### config.mk
export PLATFORM = sky130hd
export DESIGN_NAME = mts_ctrl
export DESIGN_NICKNAME = d
export VERILOG_FILES = /design/src/hdl/mts_pkg.sv /design/src/hdl/mts_ctrl.sv
export SDC_FILE = /design/constraint.sdc
export NUM_CORES = 1
export LEC_CHECK = 0
export ABC_AREA = 1
export BUFFER_PORTS_ARGS = -buffer_cell sky130_fd_sc_hd__buf_2
export CAP_MARGIN = 20
export CORE_AREA = 2 2 39 41
export DETAILED_ROUTE_END_ITERATION = 16
export DIE_AREA = 0 0 41 43
export HOLD_SLACK_MARGIN = 0.12
export PLACE_DENSITY = 0.37
export SYNTH_ARGS = -nofsm -noshare
export SYNTH_HDL_FRONTEND = slang
export SYNTH_SLANG_ARGS = --single-unit
### constraint.sdc
create_clock -name clk -period 0.8 [get_ports clk]
set_input_delay 0.08 -clock clk [delete_from_list [all_inputs] [get_ports clk]]
set_output_delay 0.08 -clock clk [all_outputs]
set_load 0.02 [all_outputs]
### src/hdl/mts_pkg.sv
package mts_pkg;

	localparam int unsigned STACK_DEPTH = 256;
	localparam int unsigned DATA_W      = 32;
	localparam int unsigned ADDR_W      = (STACK_DEPTH > 1) ? $clog2(STACK_DEPTH) : 1;
	localparam int unsigned COUNT_W     = $clog2(STACK_DEPTH + 1);

	typedef enum logic {
		CMD_PUSH = 1'b0,
		CMD_POP  = 1'b1
	} cmd_t;

	typedef enum logic [1:0] {
		ERR_OK    = 2'd0,
		ERR_FULL  = 2'd1,
		ERR_EMPTY = 2'd2
	} err_t;

	typedef enum logic [1:0] {
		ST_IDLE,
		ST_LOAD,
		ST_RESULT
	} state_t;

	typedef struct packed {
		logic take;
		logic load;
	} dp_cmd_t;

	typedef struct packed {
		logic pop_read;
	} dp_status_t;

endpackage

### src/hdl/mts_ctrl.sv
module mts_ctrl import mts_pkg::*; (
	input  logic       clk,
	input  logic       arst_n,
	input  logic       in_valid,
	output logic       in_ready,
	output logic       out_valid,
	input  logic       out_ready,
	input  dp_status_t dp_status,
	output dp_cmd_t    dp_cmd
);
	state_t state_q;
	state_t state_next;

	always_ff @(posedge clk or negedge arst_n) begin
		if (!arst_n) begin
			state_q <= ST_IDLE;
		end else begin
			state_q <= state_next;
		end
	end

	always_comb begin
		state_next = state_q;
		case (state_q)
			ST_IDLE: begin
				if (in_valid) begin
					state_next = dp_status.pop_read ? ST_LOAD : ST_RESULT;
				end
			end
			ST_LOAD: begin
				state_next = ST_RESULT;
			end
			ST_RESULT: begin
				if (out_ready) begin
					state_next = ST_IDLE;
				end
			end
			default: begin
				state_next = ST_IDLE;
			end
		endcase
	end

	always_comb begin
		in_ready    = 1'b0;
		out_valid   = 1'b0;
		dp_cmd.take = 1'b0;
		dp_cmd.load = 1'b0;
		case (state_q)
			ST_IDLE: begin
				in_ready    = 1'b1;
				dp_cmd.take = in_valid;
			end
			ST_LOAD: begin
				dp_cmd.load = 1'b1;
			end
			ST_RESULT: begin
				out_valid = 1'b1;
			end
			default: begin
				in_ready = 1'b0;
			end
		endcase
	end
endmodule

==> impl_metrics.tcl <==
set metrics [dict create \
    status "finished, violations left" \
    violations "setup timing" \
    p_sw_share_pct 34.0 \
    rsz0062_at_grt "yes" \
    cts_inserted_buffers 3 \
    fin_util_pct 20.0 \
    largestRegisters "state_q (2)" \
    cap_violations 0 \
    finalPower_mw 0.667 \
    ys_types 9 \
    critical_path_depth 4 \
    required_ps 720 \
    ios 9 \
    syn_inst 16 \
    critPathTopFamily "flip-flops" \
    setup_violations 6 \
    arrival_ps 960 \
    top_register "state_q" \
    p_seq_share_pct 19.8 \
    hold_violations 0 \
    power_density_nw_per_um2 2410 \
    timing.rr.end "state_q[1]" \
    gp_congestion 0.602 \
    grt_usage_pct 6.12 \
    dp_hpwl_um 235 \
    cp_cell_sequence "inv_2 -> nand2_4 -> nor2_4 -> buf_6" \
    drive_gt1_share_pct 59.4 \
    path_buf_inv 2 \
    ys_seq_area_share_pct 42.6 \
    crit_fanout 4 \
    clkLatencyLatePin_ps 230 \
    overflow 0 \
    crit_path_max_incr_delay_ps 380 \
    area_growth_pct 135 \
    cts.clk_slew.worst_paths_ps 30 \
    place_area_um2 180 \
    die_w_um 41 \
    ir_drop_mv 0.649 \
    tightest_slew_ps 125 \
    finClkSkew_ps 1.01 \
    grt_pass1_wl_um 579 \
    drt_iter0_drc 0 \
    start_util_pct 8.50 \
    pwr-share-comb_pct 45.9 \
    power_switching_mw 0.226 \
    max-clock-path-buffers 2 \
    max_freq_mhz 960 \
    avgSynthCellArea_um2 7.35 \
    largest_register_ffs 2 \
    crit_path_top_delay_cell "dfrtp_1" \
    cts_tree "built" \
    cts-root-buf "clkbuf_4" \
    design_area_um2 277 \
    clock_sinks 2 \
    ys_seq_elements 2 \
    grt_max_degree 5 \
    vias 152 \
    dr.pass1.iters 1 \
    grt_pass1_vias 155 \
    antenna_found_initial 0 \
    clkPwrFrac_pct 34.3 \
    drc_errors 0 \
    setup_ws_ps -242 \
    htreeDepth 1 \
    ys.warnings.count 0 \
    min_path_type "in -> reg" \
    preCtsSetupSlack_ps -46.9 \
    syn_nets 21 \
    synth_area_um2 118 \
    critPathLaunch "state_q[1]" \
    die_area_um2 1760 \
    nets 39 \
    rows 14 \
    worstSetupPathType "reg -> out" \
    reg2reg_from "state_q[1]" \
    worst_setup_path_start_kind "flop" \
    drv_slew 0 \
    p_leak_nw 0.153 \
    r2r_slack_ps -120 \
    p_int_mw 0.440 \
    r2r_cells 5 \
    port_buffers 8 \
    detail_route.wirelength_um 362 \
    hold_slack_ps 128 \
    wl_per_cell_um 7.54 \
    via_per_inst 3.17 \
    antennaDiodeCount 0 \
    worstSetupEndpointType "output port" \
    postRouteAntennaNets 0 \
    critPathCapture "dp_cmd[1]" \
    relSlewSlack_pct 91.7 \
    fin_crit_sh_pct 130 \
    die_height_um 43 \
    core_area_um2 1380 \
    period_minus_slack_ps 1040 \
]
cells in the final DEF (no fill, tap or decap):
master / n
nand2_4: 1
nand3_1: 2
nand3b_1: 1
dlygate4sd3_1: 2
buf_2: 4
clkbuf_4: 3
inv_1: 4
dfrtp_1: 2
buf_4: 4
nor3_2: 1
inv_2: 2
nand2_1: 1
nor2_1: 1
nor2_4: 1
buf_6: 3
how the worst min path moves through the flow:
stage / from / to / slack, ps / cells after the start
6_report: in_valid / state_q[1] / 130 / 3
5_1_grt: in_valid / state_q[1] / 160 / 3
4_1_cts: out_ready / state_q[1] / 120 / 3
3_5_place_dp: arst_n / state_q[1] / -130 / 1
3_3_place_gp: arst_n / state_q[1] / -130 / 1
2_1_floorplan: arst_n / state_q[0] / -220 / 0
power groups by stage:
stage,Combinational [mW],Sequential (mW),Clock (mW)
final,0.306,0.132,0.229
after global routing,0.333,0.135,0.245
after CTS,0.284,0.132,0.239
after detailed placement,0.182,0.133,0
after global placement,0.183,0.133,0
after floorplan,0.126,0.130,0
cell type report:
| cell class | instances | area [um^2] |
|---|---|---|
| clock buffers | 3 | 22.5 |
| repair buffers | 13 | 104 |
| well taps | 16 | 20.0 |
| flip-flops and latches | 2 | 50.0 |
| inverters | 6 | 22.5 |
| fillers | 167 | 1110 |
| multi-input cells | 8 | 57.6 |
cells by family after synthesis:
logic type	Yosys count	synth area share, %
buf+inv	6	19.1
flops	2	42.6
simple gates	8	38.3
worst reg2reg max path: cells and delay by family, from the launching register on:
family / cells / cell delay (ps)
AND/OR/NAND/NOR: 2 / 130
buffers and inverters: 3 / 320
flip-flops: 1 / 350
routing by layer:
metal  track usage (%)  share of wire, %  up-vias
met5                 0                 0        -
met4              12.0               7.5        0
met3              3.66               9.1        2
met2              5.94                42        7
met1              5.47                41       63
li1                  -                 -       80
repair_timing:
item                       CTS  global route
resized for setup            8             1
hold buffers                 2             0
setup endpoints to repair    4             6
setup buffers                2             1
pin swaps                    2             2
hold endpoints to repair     3             0
cell usage after synthesis:
cell	n	area share, %
nand3b_1	1	6.4
nand3_1	2	8.5
nor3_2	1	8.5
inv_2	2	6.4
dfrtp_1	2	43
inv_1	4	13
nand2_1	1	3.2
nand2_2	1	5.3
nor2_1	2	6.4
metrics by stage:
step           cells  TNS [ps]
2_1_floorplan     16         0
3_3_place_gp      40     -72.6
3_5_place_dp      40     -69.1
4_1_cts           47      -983
5_1_grt           48     -1490
6_report          48     -1050
(Power assumes the default switching activity.)
